File: config.mk
export PLATFORM = sky130hd
export DESIGN_NAME = tccw_front
export DESIGN_NICKNAME = d
export VERILOG_FILES = /design/src/hw/rtl/tccw_pkg.sv /design/src/hw/rtl/tccw_front.sv
export SDC_FILE = /design/constraint.sdc
export NUM_CORES = 1
export LEC_CHECK = 0
export BUFFER_PORTS_ARGS = -buffer_cell sky130_fd_sc_hd__buf_4
export CORE_MARGIN = 5
export CORE_UTILIZATION = 42
export CTS_CLUSTER_SIZE = 16
export DETAILED_ROUTE_END_ITERATION = 10
export PLACE_DENSITY_LB_ADDON = 0.3
export REMOVE_ABC_BUFFERS = 1
export SYNTH_ARGS = -nofsm -noshare
export SYNTH_HDL_FRONTEND = slang
export SYNTH_SLANG_ARGS = --single-unit
File: constraint.sdc
create_clock -name clk -period 5.2 [get_ports clk]
set_clock_uncertainty 0.15 [all_clocks]
set_input_delay 0.26 -clock clk [delete_from_list [all_inputs] [get_ports clk]]
set_output_delay 0.26 -clock clk [all_outputs]
set_load 0.01 [all_outputs]
File: src/hw/rtl/tccw_pkg.sv
// Shared types and constants for the text console cell writer.
// Used by every module under hw/rtl; depends on nothing else.
package tccw_pkg;

    localparam int DEF_COLUMNS = 80;
    localparam int DEF_ROWS    = 25;
    localparam int QUEUE_DEPTH = 2;

    localparam int ROW_FIELD_W  = 5;
    localparam int COL_FIELD_W  = 7;
    localparam int CELL_INDEX_W = 11;
    localparam int APB_ADDR_W   = 3;
    localparam int APB_DATA_W   = 32;

    localparam logic [7:0]  NEWLINE_CODE = 8'h0A;
    localparam logic [7:0]  SPACE_CODE   = 8'h20;
    localparam logic [15:0] RESET_CELL   = 16'h0F20;
    localparam logic [3:0]  RESET_FG     = 4'hF;
    localparam logic [3:0]  RESET_BG     = 4'h0;

    localparam logic REG_FOREGROUND = 1'b0;
    localparam logic REG_BACKGROUND = 1'b1;

    localparam logic CMD_PUT  = 1'b0;
    localparam logic CMD_READ = 1'b1;

    typedef enum logic [1:0] {
        OP_PUT,
        OP_NEWLINE,
        OP_READ
    } op_t;

    typedef struct packed {
        logic                    command;
        logic [7:0]              char_code;
        logic [CELL_INDEX_W-1:0] cell_index;
    } cmd_t;

    typedef struct packed {
        logic [ROW_FIELD_W-1:0] cursor_row;
        logic [COL_FIELD_W-1:0] cursor_column;
        logic [15:0]            read_cell;
        logic                   scrolled;
    } result_t;

    typedef struct packed {
        op_t                     op;
        logic [7:0]              char_code;
        logic [CELL_INDEX_W-1:0] cell_index;
    } op_item_t;

    typedef struct packed {
        logic [3:0] foreground;
        logic [3:0] background;
    } colour_cfg_t;

endpackage

File: src/hw/rtl/tccw_front.sv
// Front end: accepts command items, classifies them and hands them to the queue.
// Depends on tccw_pkg.
module tccw_front (
    input  logic                clk,
    input  logic                rst_n,
    input  logic                push,
    input  tccw_pkg::cmd_t      cmd,
    output logic                full,
    input  logic                busy,
    input  logic                q_full,
    output logic                q_push,
    output tccw_pkg::op_item_t  q_data
);

    logic               valid_reg;
    logic               valid_next;
    tccw_pkg::op_item_t item_reg;
    tccw_pkg::op_item_t item_next;
    logic               accept;

    assign full   = busy || (valid_reg && q_full);
    assign accept = push && !full;
    assign q_push = valid_reg;
    assign q_data = item_reg;

    always_comb
    begin
        valid_next           = valid_reg;
        item_next            = item_reg;
        item_next.char_code  = cmd.char_code;
        item_next.cell_index = cmd.cell_index;
        if (cmd.command == tccw_pkg::CMD_READ)
        begin
            item_next.op = tccw_pkg::OP_READ;
        end
        else if (cmd.char_code == tccw_pkg::NEWLINE_CODE)
        begin
            item_next.op = tccw_pkg::OP_NEWLINE;
        end
        else
        begin
            item_next.op = tccw_pkg::OP_PUT;
        end
        if (accept)
        begin
            valid_next = 1'b1;
        end
        else
        begin
            item_next = item_reg;
            if (valid_reg && !q_full)
            begin
                valid_next = 1'b0;
            end
        end
    end

    always_ff @(posedge clk or negedge rst_n)
    begin
        if (!rst_n)
        begin
            valid_reg <= 1'b0;
        end
        else
        begin
            valid_reg <= valid_next;
        end
    end

    always_ff @(posedge clk)
    begin
        item_reg <= item_next;
    end

endmodule

## Word-level counts from Yosys, hierarchy flattened

Cells that the tools add are included.
W data, S select, Z words.

- Eq/ne operators: 1
- Multiplexer cells: 3
- Reductions and logical operators: 7

Operators by type and width:

| cell | count |
|---|---|
| $eq A8 B4 Y1 const B | 1 |
| $logic_and A1 B1 Y1 | 3 |
| $mux W1 | 3 |
| $logic_not A1 Y1 | 2 |
| $reduce_bool A2 Y1 | 1 |
| $logic_or A1 B1 Y1 | 1 |

- Flip-flop bits (word level): 22
- Input bits: 25
- Output and inout port bits: 23

## Depth between registers and ports, before layout

- Depth after elaboration: 5
- Mapped depth: 2

## Worst setup path after synthesis

No wires, ideal clock.

- Path kind: register to register
- Start point: register valid_reg, in the netlist q_push
- End point: register item_reg, in the netlist q_data[0], enable pin
- Library setup time: 0.406 ns
- Data arrival time: 1.487 ns
- Required time: 4.644 ns
- Slack: 3.157 ns
- Cell stages (with the launch flop): 2
- Path buffers: 0
- Path through: dfrtp_1 a21oi_1

- Word-level cells in the longest chain between the ends: 4

RTL lines:

| what | RTL line | text |
|---|---|---|
| start: declaration | tccw_front.sv:15 | `logic valid_reg;` |
| start signal: assignment | tccw_front.sv:66 | `valid_reg <= valid_next;` |
| $logic_and A1 B1 Y1 | tccw_front.sv:21 | `assign full = busy \|\| (valid_reg && q_full);` |
| $logic_or A1 B1 Y1 | tccw_front.sv:21 |  |
| $logic_not A1 Y1 | tccw_front.sv:22 | `assign accept = push && !full;` |
| $logic_and A1 B1 Y1 | tccw_front.sv:22 |  |
| net accept | tccw_front.sv:19 | `logic accept;` |
| end signal: assignment | tccw_front.sv:72 | `item_reg <= item_next;` |
| end: declaration | tccw_front.sv:17 | `tccw_pkg::op_item_t item_reg;` |

The timed path passes the listed nets, and every way through them passes these cells.
A chain may end at the register's enable or synchronous reset.

## Worst setup path after layout

- Start point: register valid_reg, in the netlist q_push
- End point: register item_reg, in the netlist q_data[9], enable pin

The elaborated chain is that of the path after synthesis.

==> flow_metrics.tcl <==
set metrics [dict create \
    timing.rr.start "q_push" \
    p_sw_frac 0.207 \
    wl_per_cell_microns 15.6 \
    core_sq_um 1540 \
    setup_viol 0 \
    routed_wirelength_microns 1850 \
    finalHoldViolations 0 \
    required_ns 4.98 \
    grt_overflow_total 0 \
    grt_pass1_wl_microns 2820 \
    drt-vias-per-instance 4.69 \
    synth_area_sq_um 704 \
    grt_max_degree 22 \
    grt_use_total 0.149 \
    synth_area_leaders "edfxtp_1 90%, dfrtp_1 3.6%, nand2b_1 1.8%" \
    tightestPinTransition_ns 1.12 \
    cap_violations 0 \
    endpoint_kind "register" \
    port_buffers 47 \
    start_kind "register" \
    whs_ns 0.0674 \
    irDropWorstVdd_mv 0.170 \
    synth_area_per_cell_sq_um 23.5 \
    die_w_microns 51.0 \
    whs_path_depth 3 \
    cts_resized 0 \
    r2r-end "q_data[9]" \
    final_cells 118 \
    setup.worst_path.class "register to register" \
    r2r_cells 1 \
    period_share 0.351 \
    tns_ns 0 \
    finalMaxSlewViolations 0 \
    path_cells "a21oi_2" \
    synth_area_leader_cell "edfxtp_1" \
    post-cts-setup-buffers 0 \
    dp_cells 93 \
    crit_family "compound AO/OA/AOI/OAI gates" \
    syn-instance-count 30 \
    die-area_sq_um 2600 \
    clk_pin_slew_worst_paths_ns 0.11 \
    antenna_found_initial 0 \
    cpPeakStageDelay_ns 0.88 \
    p_switching_uw 69.1 \
    grtUsageMet2 0.281 \
    nNetsFinal 128 \
    drt_first_pass_iters 4 \
    min-delay-start "q_full" \
    numCtsBuffers 3 \
    clkPwrFrac 0.235 \
    period_needed_ns 1.83 \
    synth_top_area_frac 0.895 \
    drc 0 \
    start_util 0.457 \
    yosys.cell_types.count 8 \
    area_growth_pct 87.0 \
    grtUsageMet1 0.141 \
    gp_congestion 0.723 \
    hold_path.class "input port to register" \
    p_leak_nw 0.559 \
    relSlewSlack 0.256 \
    ys_ff_latch 22 \
    cts.root.buffer_cell "clkbuf_4" \
    drive_gt1_frac 0.500 \
    grt.busiest_layer "met2" \
    grt_pass1_vias 618 \
    min_to "q_push" \
    die_y_microns 51.0 \
    cp_slowest_cell "a21oi_2" \
    clock-sinks 22 \
    antenna_cells 0 \
    total_power_uw 334 \
    final_cell_mix "47 x buf_4, 21 x dlygate4sd3_1, 21 x edfxtp_1" \
    arrival_ns 1.60 \
    drt_iter0_drc 5 \
    ios 48 \
    status "finished clean" \
    vias 553 \
    cts_tree "built" \
    p_comb_frac 0.149 \
    intPower_uw 265 \
    layout_commonest_cell "buf_4" \
    yosysWarningCount 0 \
    p_per_area_nw_per_um2 253 \
    rrSetupSlack_ns 3.37 \
    seqPwrFrac 0.616 \
    htree_levels 1 \
    clk_latency_ns 0.29 \
    crit_buf_inv 0 \
    cts_buffer_depth 2 \
    drt.antenna.violating_nets 0 \
    fp-row-count 14 \
    rsz0062_at_grt "false" \
    fin_util 0.855 \
    yosysSeqAreaShare 0.931 \
    cp_max_fo 21 \
    use_met3 0.0581 \
    timing.fmax_mhz 548 \
]
[per-layer routing]
metal	wire length [microns]	share of wire	vias to the layer above
li1	-	-	262
met2	1030	0.56	34
met1	565	0.31	255
met3	233	0.13	2
met4	21	0.011	0
met5	0	0	-
[cell type report]
cell class / count / area, sq um
clock buffer: 4 / 26.3
fill: 78 / 224
multi-input combinational: 8 / 52.6
sequential: 22 / 656
tap: 16 / 20.0
timing repair buffer: 68 / 563
[state kept, by name, summed over array words and instances, names as in the netlist]
| signal | flops |
|---|---|
| q_data | 21 |
| q_push | 1 |
[cell usage after synthesis]
library cell	count
edfxtp_1	21
dfrtp_1	1
nand2_1	2
nor4_1	1
a21oi_1	1
nand2b_1	2
nor3b_1	1
and4b_1	1
[worst max-delay path by stage]
stage,cells after the start,to,slack (ns),startpoint
finish,1,q_data[9],3.37,q_push
global route,1,q_data[14],3.20,q_push
CTS,1,q_data[4],3.37,q_push
detailed placement,3,q_data[8],3.31,busy
global placement,3,q_data[6],3.37,busy
floorplan,1,q_data[0],3.16,q_push
[power groups by stage]
| stage | combinational (mW) | clock, mW | sequential (mW) |
|---|---|---|---|
| CTS | 0.0491 | 0.0799 | 0.206 |
| global route | 0.0533 | 0.0909 | 0.207 |
| detailed placement | 0.0364 | 0 | 0.210 |
| global placement | 0.0354 | 0 | 0.209 |
| floorplan | 0.00466 | 0 | 0.213 |
| finish | 0.0498 | 0.0784 | 0.205 |
[stage by stage]
stage / worst slack [ns] / instance area, sq um
finish: 3.37 / 1320
global route: 3.20 / 1320
detailed placement: 3.31 / 1080
global placement: 3.37 / 1080
CTS: 3.37 / 1320
floorplan: 3.16 / 704
[cells by family (layout without fill, tap and decap cells)]
kind of cell | Yosys count | count (layout) | synth area share
simple gates | 7 | 7 | 0.0622
flops | 22 | 22 | 0.931
buf+inv | 0 | 72 | 0
compound gates | 1 | 1 | 0.00710
[what timing repair did]
action                     CTS  global route
hold buffers                21             0
setup endpoints to repair    0             0
hold endpoints to repair    21             0
(Power assumes the default switching activity.)
