==> src/hw/rtl/tccw_pkg.sv <==
// Shared types and constants for the text console cell writer.
// Used by every module under hw/rtl; depends on nothing else.
package tccw_pkg;

    localparam int DEF_COLUMNS = 80;
    localparam int DEF_ROWS    = 25;
    localparam int QUEUE_DEPTH = 2;

    localparam int ROW_FIELD_W  = 5;
    localparam int COL_FIELD_W  = 7;
    localparam int CELL_INDEX_W = 11;
    localparam int APB_ADDR_W   = 3;
    localparam int APB_DATA_W   = 32;

    localparam logic [7:0]  NEWLINE_CODE = 8'h0A;
    localparam logic [7:0]  SPACE_CODE   = 8'h20;
    localparam logic [15:0] RESET_CELL   = 16'h0F20;
    localparam logic [3:0]  RESET_FG     = 4'hF;
    localparam logic [3:0]  RESET_BG     = 4'h0;

    localparam logic REG_FOREGROUND = 1'b0;
    localparam logic REG_BACKGROUND = 1'b1;

    localparam logic CMD_PUT  = 1'b0;
    localparam logic CMD_READ = 1'b1;

    typedef enum logic [1:0] {
        OP_PUT,
        OP_NEWLINE,
        OP_READ
    } op_t;

    typedef struct packed {
        logic                    command;
        logic [7:0]              char_code;
        logic [CELL_INDEX_W-1:0] cell_index;
    } cmd_t;

    typedef struct packed {
        logic [ROW_FIELD_W-1:0] cursor_row;
        logic [COL_FIELD_W-1:0] cursor_column;
        logic [15:0]            read_cell;
        logic                   scrolled;
    } result_t;

    typedef struct packed {
        op_t                     op;
        logic [7:0]              char_code;
        logic [CELL_INDEX_W-1:0] cell_index;
    } op_item_t;

    typedef struct packed {
        logic [3:0] foreground;
        logic [3:0] background;
    } colour_cfg_t;

endpackage

==> src/hw/rtl/tccw_cfg.sv <==
// APB register file holding the foreground and background colour indices.
// Depends on tccw_pkg.
module tccw_cfg (
    input  logic                             clk,
    input  logic                             rst_n,
    input  logic                             psel,
    input  logic                             penable,
    input  logic                             pwrite,
    input  logic [tccw_pkg::APB_ADDR_W-1:0]  paddr,
    input  logic [tccw_pkg::APB_DATA_W-1:0]  pwdata,
    output logic [tccw_pkg::APB_DATA_W-1:0]  prdata,
    output logic                             pready,
    output tccw_pkg::colour_cfg_t            colours
);

    logic [3:0] fg_reg;
    logic [3:0] fg_next;
    logic [3:0] bg_reg;
    logic [3:0] bg_next;
    logic       reg_index;
    logic       wr_en;

    assign pready    = 1'b1;
    assign reg_index = paddr[2];
    assign wr_en     = psel && penable && pwrite;

    always_comb
    begin
        fg_next = fg_reg;
        bg_next = bg_reg;
        prdata  = '0;
        case (reg_index)
            tccw_pkg::REG_FOREGROUND:
            begin
                prdata = tccw_pkg::APB_DATA_W'(fg_reg);
                if (wr_en)
                begin
                    fg_next = pwdata[3:0];
                end
            end
            tccw_pkg::REG_BACKGROUND:
            begin
                prdata = tccw_pkg::APB_DATA_W'(bg_reg);
                if (wr_en)
                begin
                    bg_next = pwdata[3:0];
                end
            end
            default:
            begin
                prdata = '0;
            end
        endcase
    end

    always_ff @(posedge clk or negedge rst_n)
    begin
        if (!rst_n)
        begin
            fg_reg <= tccw_pkg::RESET_FG;
            bg_reg <= tccw_pkg::RESET_BG;
        end
        else
        begin
            fg_reg <= fg_next;
            bg_reg <= bg_next;
        end
    end

    assign colours.foreground = fg_reg;
    assign colours.background = bg_reg;

endmodule

==> config.mk <==
export PLATFORM = sky130hd
export DESIGN_NAME = tccw_cfg
export DESIGN_NICKNAME = d
export VERILOG_FILES = /design/src/hw/rtl/tccw_pkg.sv /design/src/hw/rtl/tccw_cfg.sv
export SDC_FILE = /design/constraint.sdc
export NUM_CORES = 1
export LEC_CHECK = 0
export BUFFER_PORTS_ARGS = -buffer_cell sky130_fd_sc_hd__buf_2
export CORE_ASPECT_RATIO = 1.4
export CORE_MARGIN = 1.5
export CORE_UTILIZATION = 33
export CTS_CLUSTER_DIAMETER = 40
export DETAILED_ROUTE_END_ITERATION = 8
export GPL_TIMING_DRIVEN = 0
export PLACE_DENSITY = 0.94
export SLEW_MARGIN = 10
export SYNTH_ARGS = -nofsm -noshare
export SYNTH_HDL_FRONTEND = slang
export SYNTH_SLANG_ARGS = --single-unit
==> constraint.sdc <==
create_clock -name clk -period 2 [get_ports clk]
set_clock_uncertainty 0.05 [all_clocks]
set_input_delay 0.4 -clock clk [delete_from_list [all_inputs] [get_ports clk]]
set_output_delay 0.4 -clock clk [all_outputs]
set_load 0.005 [all_outputs]
# Word-level counts from Yosys, hierarchy flattened

Cells that the tools add are included.

Multiply operators: 0
Add/subtract/negate cells: 0
Eq/ne operators: 0
Reductions and logical operators: 4
Div/mod/pow operators: 0
Multiplexer cells: 1
Bitwise gates (word level): 1
Order comparisons: 0
Shift-type cells: 0

Operators by type and width:

| cell                                   | number |
|---|---|
| 32-bit one-hot mux with 2 select lines | 1 |
| 2-bit AND reduction                    | 2 |
| 1-bit logical AND                      | 2 |
| 1-bit inverter                         | 1 |

Memories: 0
Bits in read-only memories: 0
Output and inout port bits: 41
Latch bits: 0
RAM bits: 0
Flip-flop bits (word level): 8
Input port bits: 40
Word-level logic and storage cells: 8

# Depth between registers and ports, before layout

Word-level depth: 3
Gate-level depth with buffers: 2

# Worst setup path before layout

Ideal clock, no wire load.

Path kind: input to output
From: input port paddr[2] (netlist name)
To: output port prdata[0] (netlist name)
Setup slack: 0.836 ns
Arrival: 0.714 ns
Cell stages on the path: 1
Data required time: 1.550 ns
Path through: mux2_2

Longest elaborated chain between the ends: 2

RTL lines:

| item                                     | RTL line       | text |
|---|---|---|
| start, declared                          | tccw_cfg.sv:9  | `input logic [tccw_pkg::APB_ADDR_W-1:0] paddr,` |
| 1-bit inverter                           | n/a            |  |
| 32-bit one-hot mux with 2 select lines * | tccw_cfg.sv:32 | `case (reg_index)` |
| end, declared                            | tccw_cfg.sv:11 | `output logic [tccw_pkg::APB_DATA_W-1:0] prdata,` |

Mark *: on every way between the ends. The rest lies on a longest branch, timed or not. The select of a mux whose other input is x is not followed.

# Worst setup path after layout

From: input port paddr[2] (netlist name)
To: output port prdata[3] (netlist name)

The elaborated chain is that of the path after synthesis.

==> impl_metrics.py <==
metrics = {
    "die": {
        "rows": 18,
        "fp.dieH_um": 53.5,
        "die_x_um": 39.1,
        "coreArea_sq_mm": 0.00173,
        "io_pins": 81,
        "initial_utilization_pct": 34.7,
        "die_area_sq_mm": 0.00209,
    },
    "global_route": {
        "antenna_found_initial": 0,
        "grt_pass1_vias": 353,
        "grt_max_degree": 9,
        "grt_pass1_wl_um": 1470,
        "grt_remaining_overflow": 0,
        "track_usage_pct": 10.8,
    },
    "critical_path": {
        "criticalPathCategory": "in2out",
        "critPathArrivalTime_ns": 1.05,
        "r2r_start": "bg_reg[1]",
        "crit_path_max_incr_delay_ns": 0.35,
        "crit_path_start_kind": "input port",
        "crit_top_cell": "buf_2",
        "path_cells": "buf_2 -> mux2_2 -> buf_2",
        "ff2ff_path_depth": 1,
        "cp_slowest_cell": "mux2_2",
        "r2r-end": "bg_reg[1]",
        "reg2reg_slack_ns": 1.17,
        "worst_setup_path_end_kind": "primary output",
        "required_ns": 1.55,
        "worstPathMaxFanout": 6,
    },
    "clock_tree": {
        "clk_pin_slew_ns": 0.05,
        "htree_num_levels": 1,
        "cts_root_buf": "clkbuf_4",
        "clock_latency_ns": 0.24,
        "cts_buffers": 3,
        "cts.path.max_buffers": 2,
        "cts_tree": "yes",
        "cts_setup_buffers": 0,
        "cts_sinks": 8,
    },
    "drt": {
        "post_drt_wl_per_cell_um": 8.69,
        "routed_wl_um": 1090,
        "vias": 441,
        "highest_layer": "met4",
        "avgViaCountPerCell": 3.53,
        "wl_met3_um": 126,
        "drc_errors": 0,
        "met1Wirelength_um": 329,
        "met2_length_um": 623,
        "drt-pass1-iter-count": 1,
        "route.antenna.remaining_nets": 0,
        "drtIter0Drc": 0,
    },
    "pwr": {
        "totalPowerFinal_mw": 0.548,
        "powerDensity_mw_per_mm2": 633,
        "ir_drop_uv": 207,
        "p_leak_nw": 0.517,
    },
    "finish": {
        "fin_nets": 147,
        "post_route_cells_drive_above_1_share_pct": 67.6,
        "multi_input_area_sq_um": 280,
        "final-seq-area_sq_um": 205,
        "areaGrowthSynthToFinish_pct": 43.9,
        "instances_no_fill": 125,
        "nFillCells": 173,
        "num_antenna_cells": 0,
    },
    "placed_design": {
        "gp_congestion": 0.527,
        "hpwl_um": 946,
        "dp.cells": 121,
        "portBuffers": 21,
    },
    "synth": {
        "synth-seq-cells": 8,
        "async_reset_ff_share_pct": 100,
        "syn_area_per_cell_sq_um": 11.4,
        "ys_dominant_reg_cell": "dfstp_2",
        "yosysTopAreaCell": "buf_4",
        "synth_warnings": 0,
        "ys_types": 7,
        "synth-edff-count": 0,
        "yosysMostFrequentCell": "buf_4",
        "yosysSeqAreaShare_pct": 34.1,
        "synthCells": 53,
        "yosysTopAreaCellShare_pct": 36.2,
        "synth_commonest_cells": "29 x buf_4, 12 x mux2_2, 4 x dfrtp_1, 4 x dfstp_2, 2 x conb_1",
        "ys_top_cells_by_area": "buf_4 36%, mux2_2 22%, dfstp_2 17%",
        "netlist_area_sq_um": 602,
    },
    "job": {
        "drv_cap": 0,
    },
    "worst_hold_path": {
        "hold_class": "in2reg",
        "hold_depth": 2,
        "hold_end": "fg_reg[2]",
        "min-delay-start": "pwdata[2]",
    },
    "sta": {
        "min_period_over_period_pct": 75.1,
        "setup_tns_ns": 0,
        "hold_viol": 0,
        "finalSetupViolCount": 0,
        "timing.hold.ws_ns": 0.353,
        "rsz0062_at_grt": "no",
        "slew_violations": 0,
        "fmax_mhz": 666,
        "period_needed_ns": 1.50,
    },
    "run_status": {
        "status": "finished clean",
    },
}
area by class of cell:
class | instances | area share (%)
multi-input combinational | 43 | 32.4
clock buffer | 3 | 2.60
sequential | 8 | 23.7
tap | 20 | 2.89
buffer | 29 | 25.1
timing repair buffer | 22 | 13.3
kinds of logic (layout without fill, tap and decap cells):
family,count (synthesis),count (layout),synth area share (%)
buffers and inverters,29,54,36.2
other,2,29,1.25
AND/OR/NAND/NOR,2,2,6.03
multiplexers,12,12,22.5
flip-flops,8,8,34.1
how the worst max path moves through the flow:
stage | startpoint | endpoint | slack [ns] | cells after the start
floorplan | paddr[2] | prdata[0] | 0.84 | 1
global placement | paddr[2] | prdata[1] | 0.51 | 3
detailed placement | paddr[2] | prdata[3] | 0.49 | 3
CTS | paddr[2] | prdata[3] | 0.49 | 3
global route | paddr[2] | prdata[2] | 0.48 | 3
finish | paddr[2] | prdata[3] | 0.50 | 3
worst max-delay path: cells and delay by family:
family	cells	cell delay, ns
multiplexers	1	0.35
buffers and inverters	2	0.30
stage by stage:
step	cell area (sq um)	util, %	setup slack [ns]
2_1_floorplan	703	-	0.836
3_3_place_gp	833	48.1	0.509
3_5_place_dp	833	48.1	0.493
4_1_cts	866	49.9	0.491
5_1_grt	866	49.9	0.476
6_report	866	49.9	0.499
what timing repair did:
action / 4_1_cts / 5_1_grt
resized for setup: 0 / 0
endpoints found under the hold margin: 4 / 0
hold buffers: 1 / 0
layer usage:
metal | vias to the layer above | track usage [%]
met4 | 0 | 6.90
li1 | 220 | -
met5 | - | 0
met1 | 189 | 7.49
met3 | 2 | 4.13
met2 | 30 | 21.7
cells in the final DEF (no fill, tap or decap):
cell type and count:
clkbuf_4 3, buf_2 21, nand4b_4 1, dfstp_2 4, nand4_2 1, dfrtp_1 4
mux2_2 12, buf_4 29, dlygate4sd3_1 1, conb_1 29
power breakdown:
group / internal, mW / leakage, nW / switching, mW / total (mW)
clock: 0.0682 / 0.0138 / 0.0485 / 0.117
sequential: 0.211 / 0.0900 / 0.0237 / 0.235
combinational: 0.123 / 0.413 / 0.0735 / 0.196
(Power assumes the default switching activity.)
