`src/hw/rtl/tccw_pkg.sv`:
```
// Shared types and constants for the text console cell writer.
// Used by every module under hw/rtl; depends on nothing else.
package tccw_pkg;

    localparam int DEF_COLUMNS = 80;
    localparam int DEF_ROWS    = 25;
    localparam int QUEUE_DEPTH = 2;

    localparam int ROW_FIELD_W  = 5;
    localparam int COL_FIELD_W  = 7;
    localparam int CELL_INDEX_W = 11;
    localparam int APB_ADDR_W   = 3;
    localparam int APB_DATA_W   = 32;

    localparam logic [7:0]  NEWLINE_CODE = 8'h0A;
    localparam logic [7:0]  SPACE_CODE   = 8'h20;
    localparam logic [15:0] RESET_CELL   = 16'h0F20;
    localparam logic [3:0]  RESET_FG     = 4'hF;
    localparam logic [3:0]  RESET_BG     = 4'h0;

    localparam logic REG_FOREGROUND = 1'b0;
    localparam logic REG_BACKGROUND = 1'b1;

    localparam logic CMD_PUT  = 1'b0;
    localparam logic CMD_READ = 1'b1;

    typedef enum logic [1:0] {
        OP_PUT,
        OP_NEWLINE,
        OP_READ
    } op_t;

    typedef struct packed {
        logic                    command;
        logic [7:0]              char_code;
        logic [CELL_INDEX_W-1:0] cell_index;
    } cmd_t;

    typedef struct packed {
        logic [ROW_FIELD_W-1:0] cursor_row;
        logic [COL_FIELD_W-1:0] cursor_column;
        logic [15:0]            read_cell;
        logic                   scrolled;
    } result_t;

    typedef struct packed {
        op_t                     op;
        logic [7:0]              char_code;
        logic [CELL_INDEX_W-1:0] cell_index;
    } op_item_t;

    typedef struct packed {
        logic [3:0] foreground;
        logic [3:0] background;
    } colour_cfg_t;

endpackage

```
`src/hw/rtl/tccw_queue.sv`:
```
// Short queue of classified items between the front end and the back end.
// Depends on tccw_pkg.
module tccw_queue (
    input  logic                clk,
    input  logic                rst_n,
    input  logic                push,
    input  tccw_pkg::op_item_t  push_data,
    output logic                full,
    input  logic                pop,
    output logic                empty,
    output tccw_pkg::op_item_t  head
);

    localparam int DEPTH = tccw_pkg::QUEUE_DEPTH;
    localparam int PTR_W = (DEPTH > 1) ? $clog2(DEPTH) : 1;
    localparam int CNT_W = $clog2(DEPTH + 1);
    localparam logic [PTR_W-1:0] LAST_PTR = PTR_W'(DEPTH - 1);
    localparam logic [CNT_W-1:0] FULL_CNT = CNT_W'(DEPTH);

    tccw_pkg::op_item_t slots [DEPTH];
    logic [PTR_W-1:0] wr_ptr_reg;
    logic [PTR_W-1:0] wr_ptr_next;
    logic [PTR_W-1:0] rd_ptr_reg;
    logic [PTR_W-1:0] rd_ptr_next;
    logic [CNT_W-1:0] count_reg;
    logic [CNT_W-1:0] count_next;
    logic             do_push;
    logic             do_pop;

    assign full    = (count_reg == FULL_CNT);
    assign empty   = (count_reg == '0);
    assign do_push = push && !full;
    assign do_pop  = pop && !empty;
    assign head    = slots[rd_ptr_reg];

    always_comb
    begin
        wr_ptr_next = wr_ptr_reg;
        rd_ptr_next = rd_ptr_reg;
        count_next  = count_reg;
        if (do_push)
        begin
            wr_ptr_next = (wr_ptr_reg == LAST_PTR) ? '0 : wr_ptr_reg + 1'b1;
        end
        if (do_pop)
        begin
            rd_ptr_next = (rd_ptr_reg == LAST_PTR) ? '0 : rd_ptr_reg + 1'b1;
        end
        if (do_push && !do_pop)
        begin
            count_next = count_reg + 1'b1;
        end
        else if (do_pop && !do_push)
        begin
            count_next = count_reg - 1'b1;
        end
    end

    always_ff @(posedge clk or negedge rst_n)
    begin
        if (!rst_n)
        begin
            wr_ptr_reg <= '0;
            rd_ptr_reg <= '0;
            count_reg  <= '0;
        end
        else
        begin
            wr_ptr_reg <= wr_ptr_next;
            rd_ptr_reg <= rd_ptr_next;
            count_reg  <= count_next;
        end
    end

    always_ff @(posedge clk)
    begin
        if (do_push)
        begin
            slots[wr_ptr_reg] <= push_data;
        end
    end

endmodule

```
`config.mk`:
```
export PLATFORM = sky130hd
export DESIGN_NAME = tccw_queue
export DESIGN_NICKNAME = d
export VERILOG_FILES = /design/src/hw/rtl/tccw_pkg.sv /design/src/hw/rtl/tccw_queue.sv
export SDC_FILE = /design/constraint.sdc
export NUM_CORES = 1
export LEC_CHECK = 0
export ABC_AREA = 0
export BUFFER_PORTS_ARGS = -buffer_cell sky130_fd_sc_hd__buf_2
export CORE_ASPECT_RATIO = 0.75
export CORE_MARGIN = 2
export CORE_UTILIZATION = 35
export DETAILED_ROUTE_END_ITERATION = 10
export GPL_TIMING_DRIVEN = 0
export PLACE_DENSITY = 0.68
export RECOVER_POWER = 100
export SKIP_CTS_REPAIR_TIMING = 1
export SYNTH_ARGS = -nofsm -noshare
export SYNTH_HDL_FRONTEND = slang
export SYNTH_SLANG_ARGS = --single-unit
```
`constraint.sdc`:
```
create_clock -name clk -period 3.6 [get_ports clk]
set_clock_uncertainty 0.2 [all_clocks]
set_input_delay 0.54 -clock clk [delete_from_list [all_inputs] [get_ports clk]]
set_output_delay 0.54 -clock clk [all_outputs]
set_load 0.1 [all_outputs]
```
== Yosys cells after proc, flatten, opt, wreduce, memory -nomap -nowiden ==
Memories as Yosys holds them, arrays and structs flattened.
Index checks and enable logic that the tools add are counted.
Cells by class
  multiplexer cells: 6
  equality and inequality tests: 1
  add/sub/neg operators: 4
  reduce and logical (&&, ||, !) cells: 10
Operators with widths (count)
  $logic_and 1x1->1: 4
  $logic_not 1->1: 4
  $mux 1: 4
  $mux 2: 2
  $add 1x1->1 const B: 2
  $add 2x1->2 const B: 1
  $eq 2x2->1 const B: 1
  $logic_not 2->1: 1
  $reduce_bool 2->1: 1
  $sub 2x1->2 const B: 1
Storage, ports and cells
  input port bits: 25
  output and inout port bits: 23
  memories: 1
  register bits: 4
  RAM bits: 42
Memory list
  slots: words 2, bits a word 21, read ports 1, clocked after Yosys merged registers in 0, wr ports 1, RTL line tccw_queue.sv:20  | tccw_pkg::op_item_t slots [DEPTH];

== Depth between registers and ports, before layout ==
Gate-level depths: netlist of the first run.
  depth in word-level cells: 7
  gate-level depth with buffers: 7
  mapped depth without buffers: 7

== Worst setup path after synthesis of the first run ==
Ideal clock, no wire load.
  path type: reg2out
  start: register count_reg[0]
  end: output port empty
  required time: 2.860 ns
  path slack: 1.187 ns
  data arrival time: 1.673 ns
  stages on the path, launching flop included: 2
  path buffers: 0
  cell sequence: dfrtp_1 nor2_1
Between the ends
  cells in the longest elaborated chain, start to end: 1
RTL lines
  from (decl): RTL line tccw_queue.sv:25  | logic [CNT_W-1:0] count_reg;
  from (signal assigned): RTL line tccw_queue.sv:71  | count_reg <= count_next;
  $logic_not 2->1: RTL line tccw_queue.sv:31  | assign empty = (count_reg == '0);
  to (decl): RTL line tccw_queue.sv:10  | output logic empty,
Every way passes these cells.

==> impl_metrics.csv, run 1 <==
group,metric,value,unit
cts,clk_pin_slew,0.07,ns
worst_hold_path,hold_class,"in2reg",
routing,vias_per_cell,4.44,
setup_path,reg2reg_setup_slack,1.03,ns
logic_synthesis,synthCells,84,
global_routing,grt_usage,0.105,
timing,grt_setup_unrepaired,"no",
routing,via_count,887,
floorplan,initial_core_util,0.365,
timing,tightestPinTransition,1.18,ns
logic_synthesis,syn_area,1800,um^2
place,place_ws,1.45,ns
finish,area_delta_synth_final,19.7,%
global_routing,grt_max_degree,22,
place,io_buffers,47,
setup_path,slowest_delay,0.87,ns
cts,numCtsBuffers,5,
timing,worst_slack,0.892,ns
cts,clock_sinks,46,
finish,fillers,465,
place,hpwl,1930,um
timing,hold_violations,0,
logic_synthesis,syn-mean-instance-area,21.4,um^2
routing,drtAntennaViolNets,0,
setup_path,path_cells,"buf_6, mux2_4, clkbuf_1",
logic_synthesis,synth_warnings,0,
floorplan,die_area,5730,um^2
floorplan,rows,22,
routing,drt_iter0_markers,26,
setup_path,crit_required,2.86,ns
setup_path,reg2regPathDepth,4,
finish,largest_reg_flops,42,
finish,nets,166,
timing,max_freq,369,MHz
global_routing,grt_pass1_wl,4370,um
timing,finalCritPeriodShare,0.752,
status,status,"completed",
place,gp_congestion,0.664,
finish,final_util,0.437,
setup_path,start_kind,"flip-flop",
setup_path,worstSetupEndpointType,"output pin",
cts,htree_levels,2,
global_routing,gr-total-overflow,0,
logic_synthesis,syn-num-nets,110,
routing,wirelength,2760,um
setup_path,reg2reg_to,"slots[0][18]",
global_routing,grt_pass1_vias,955,
finish,drive_gt1_frac,0.279,
global_routing,antenna_found_initial,0,
timing,period_minus_slack,2.71,ns
floorplan,core,4930,um^2
setup_path,reg2reg_from,"count_reg[0]",
routing,dr.pass1.iters,3,
cts,clk_latency,0.28,ns
setup_path,crit_slowest_cell,"clkbuf_1",
setup_path,path_max_fanout,10,
timing,tns,0,ns
floorplan,ios,48,
setup_path,cp.arrival,1.97,ns
logic_synthesis,yosysUniqueCellTypes,15,
logic_synthesis,ys_seq_elements,46,
setup_path,critical_path_class,"reg2out",
cts,clock_path_buffers,2,
logic_synthesis,seq_area_frac_synth,0.757,
routing,wl_per_cell,13.8,um
timing,slew_headroom,0.216,
cts,root_buffer,"clkbuf_8",
setup_path,cp-startpoint,"rd_ptr_reg",
routing,drc,0,
floorplan,die_x,86.8,um
finish,antenna_cells,0,
floorplan,die_h,66.1,um
timing,final-setup-viol-count,0,
timing,report.final.slew_viol_count,0,
setup_path,cp-endpoint,"head[1]",
cts,cts_tree,"built",
job,max-cap-violations,0,
[area by class of cell]
type,instances,area (um^2),share of cell area
Sequential cell,46,1360,0.633
Timing Repair Buffer,49,205,0.0953
Clock buffer,7,76.3,0.0355
Inverter,2,7.51,0.00349
Buffer,2,22.5,0.0105
Tap cell,60,75.1,0.0349
Multi-Input combinational cell,34,404,0.188
[worst max-delay path, delay by kind of cell, from the launching register on]
family | cells | cell delay, ns
multiplexers | 1 | 0.20
flip-flops | 1 | 0.44
buffers and inverters | 2 | 1.05
[placed cells by master, fill, tap and decap left out]
cell type / netlist / final
dfrtp_1: 4 / 4
nor2_1: 3 / 3
nand2_1: 0 / 1
xor2_1: 2 / 2
nand2b_1: 1 / 1
inv_1: 2 / 2
buf_6: 2 / 2
xnor2_2: 1 / 1
ha_1: 1 / 1
mux2_4: 19 / 19
mux2_1: 2 / 2
clkbuf_8: 0 / 5
dlygate4sd3_1: 0 / 1
and3_1: 1 / 1
clkbuf_1: 0 / 38
edfxtp_1: 42 / 42
o21ai_0: 0 / 1
buf_2: 0 / 12
xnor2_1: 2 / 2
[routing by layer]
layer,part of all wire,GRT usage,vias up,wire [um]
met5,0,0,-,0
met4,0.0069,0.0293,0,19
met3,0.075,0.0462,3,207
met2,0.50,0.187,34,1370
met1,0.42,0.115,425,1160
li1,-,-,425,-
[how the worst min path moves through the flow]
stage | endpoint | slack [ns] | start | depth (start not counted)
after floorplan | count_reg[0] | 0.04 | rst_n | 0
after global placement | rd_ptr_reg | 0.15 | rst_n | 1
after detailed placement | rd_ptr_reg | 0.15 | rst_n | 1
after CTS | rd_ptr_reg | -0.16 | rst_n | 1
after global routing | slots[1][7] | 0.23 | push_data[7] | 1
final | slots[1][1] | 0.24 | push_data[1] | 1
[metrics by stage]
stage	hold slack, ns	area (um^2)	cells
6_report	0.240	2150	200
2_1_floorplan	0.0444	1800	84
5_1_grt	0.226	2150	200
3_3_place_gp	0.147	2110	191
3_5_place_dp	0.151	2130	192
4_1_cts	-0.158	2200	199
[synth_stat cells (all sizes together)]
cell type  instances  area (um^2)
xor2               2         17.5
buf                2         22.5
o21ai              1         5.00
ha                 1         12.5
and3               1         6.26
mux2              21          308
nand2b             1         6.26
edfxtp            42         1260
nand2              1         6.26
nor2               3         11.3
dfrtp              4          100
xnor2              3         33.8
inv                2         7.51
[logic make-up (layout without fill, tap and decap cells)]
| kind of cell | count (synthesis) | count (layout) | synth area share |
|---|---|---|---|
| buffers and inverters | 4 | 60 | 0.0167 |
| adders and majority gates | 1 | 1 | 0.00696 |
| and+or+nand+nor | 6 | 6 | 0.0167 |
| xor gates and xnor gates | 5 | 5 | 0.0285 |
| muxes | 21 | 21 | 0.171 |
| AOI/OAI and AO/OA | 1 | 1 | 0.00278 |
| DFF | 46 | 46 | 0.757 |
Power of run 1 is not shown: default switching activity piles up to over one toggle a cycle in this logic, so the estimate is an artifact.
==> run 2, diff against run 1 <==
Clock period 3.6 ns to 2.6 ns, I/O delays scaled along.
==> impl_metrics.csv, run 2 (synthesis gave the netlist of run 1 again) <==
group,metric,value,unit
cts,cts_tree,"built",
floorplan,core,4930,um^2
routing,vias_per_cell,4.45,
routing,dr.pass1.iters,3,
floorplan,die_x,86.8,um
global_routing,grt_max_degree,22,
place,gp_congestion,0.664,
setup_path,cp.arrival,1.68,ns
finish,drive_gt1_frac,0.450,
cts,root_buffer,"clkbuf_8",
status,status,"completed",
setup_path,crit_required,2.01,ns
routing,wirelength,2730,um
finish,antenna_cells,0,
finish,ff_latch_area,1360,um^2
setup_path,path_max_fanout,5,
global_routing,antenna_found_initial,0,
cts,clock_path_buffers,2,
cts,clk_pin_slew,0.07,ns
setup_path,critical_path_class,"reg2out",
global_routing,grt_pass1_vias,955,
floorplan,die_h,66.1,um
finish,final_cell_mix,"edfxtp_1, clkbuf_2, mux2_4",
routing,drt_iter0_markers,22,
finish,final_util,0.445,
floorplan,initial_core_util,0.365,
finish,largest_reg_flops,42,
timing,final-setup-viol-count,0,
place,hpwl,1930,um
finish,multi_input_area,407,um^2
worst_hold_path,hold_class,"in2reg",
floorplan,ios,48,
job,max-cap-violations,0,
floorplan,die_area,5730,um^2
finish,nets,166,
timing,report.final.slew_viol_count,0,
routing,drc,0,
timing,finalCritPeriodShare,0.875,
setup_path,start_kind,"flip-flop",
global_routing,grt_usage,0.105,
timing,tns,0,ns
global_routing,grt_pass1_wl,4370,um
finish,fillers,446,
setup_path,worstSetupEndpointType,"output pin",
timing,tightestPinTransition,1.16,ns
cts,clk_latency,0.28,ns
timing,max_freq,440,MHz
floorplan,rows,22,
timing,whs,0.0911,ns
timing,slew_headroom,0.227,
timing,period_minus_slack,2.27,ns
routing,via_count,889,
routing,wl_per_cell,13.7,um
timing,grt_setup_unrepaired,"no",
global_routing,gr-total-overflow,0,
cts,clock_sinks,46,
timing,hold_violations,0,
place,io_buffers,47,
finish,area_delta_synth_final,22.0,%
finish,final_common_cell,"edfxtp_1",
routing,drtAntennaViolNets,0,
cts,numCtsBuffers,5,
cts,htree_levels,2,
==> run 2: through the flow <==
step                      area, um^2  setup slack (ns)  std cells
after floorplan                 1800             0.337         84
after detailed placement        2130             0.460        192
after global routing            2190             0.255        200
final                           2190             0.326        200
after CTS                       2200             0.453        199
after global placement          2110           -0.0539        191
==> run 2: worst paths after layout <==
| kind | from | endpoint | slack (ns) | cells after the start |
|---|---|---|---|---|
| worst max-delay path | count_reg[0] | empty | 0.33 | 2 |
| worst min-delay path | push_data[1] | slots[1][1] | 0.09 | 1 |
| worst max register to register | count_reg[0] | slots[1][10] | 0.56 | 2 |
| worst min register to register | count_reg[1] | count_reg[1] | 0.33 | 1 |
| max in group asynchronous | rst_n | count_reg[0] | 1.76 | 2 |
| min in group asynchronous | rst_n | rd_ptr_reg | 0.26 | 2 |
==> run 2: critical path: stages, from the launching register on <==
cell      delay [ns]
dfrtp_1         0.43
nor2_1          0.10
clkbuf_1        0.87
==> run 2: metal layers <==
layer | global-route usage | up-vias | part of all wire
met1 | 0.115 | 426 | 0.43
met4 | 0.0293 | 0 | 0.0055
met5 | 0 | - | 0
li1 | - | 426 | -
met2 | 0.187 | 34 | 0.50
met3 | 0.0462 | 3 | 0.067
==> run 2: final cells by class <==
cell class,instances,share of cell area
flip-flops and latches,46,0.621
plain buffers,2,0.0103
multi-input cells,34,0.185
well taps,60,0.0342
repair buffers,49,0.111
inverters,2,0.00342
clock buffers,7,0.0348
Power of run 2 is left out for the same reason.
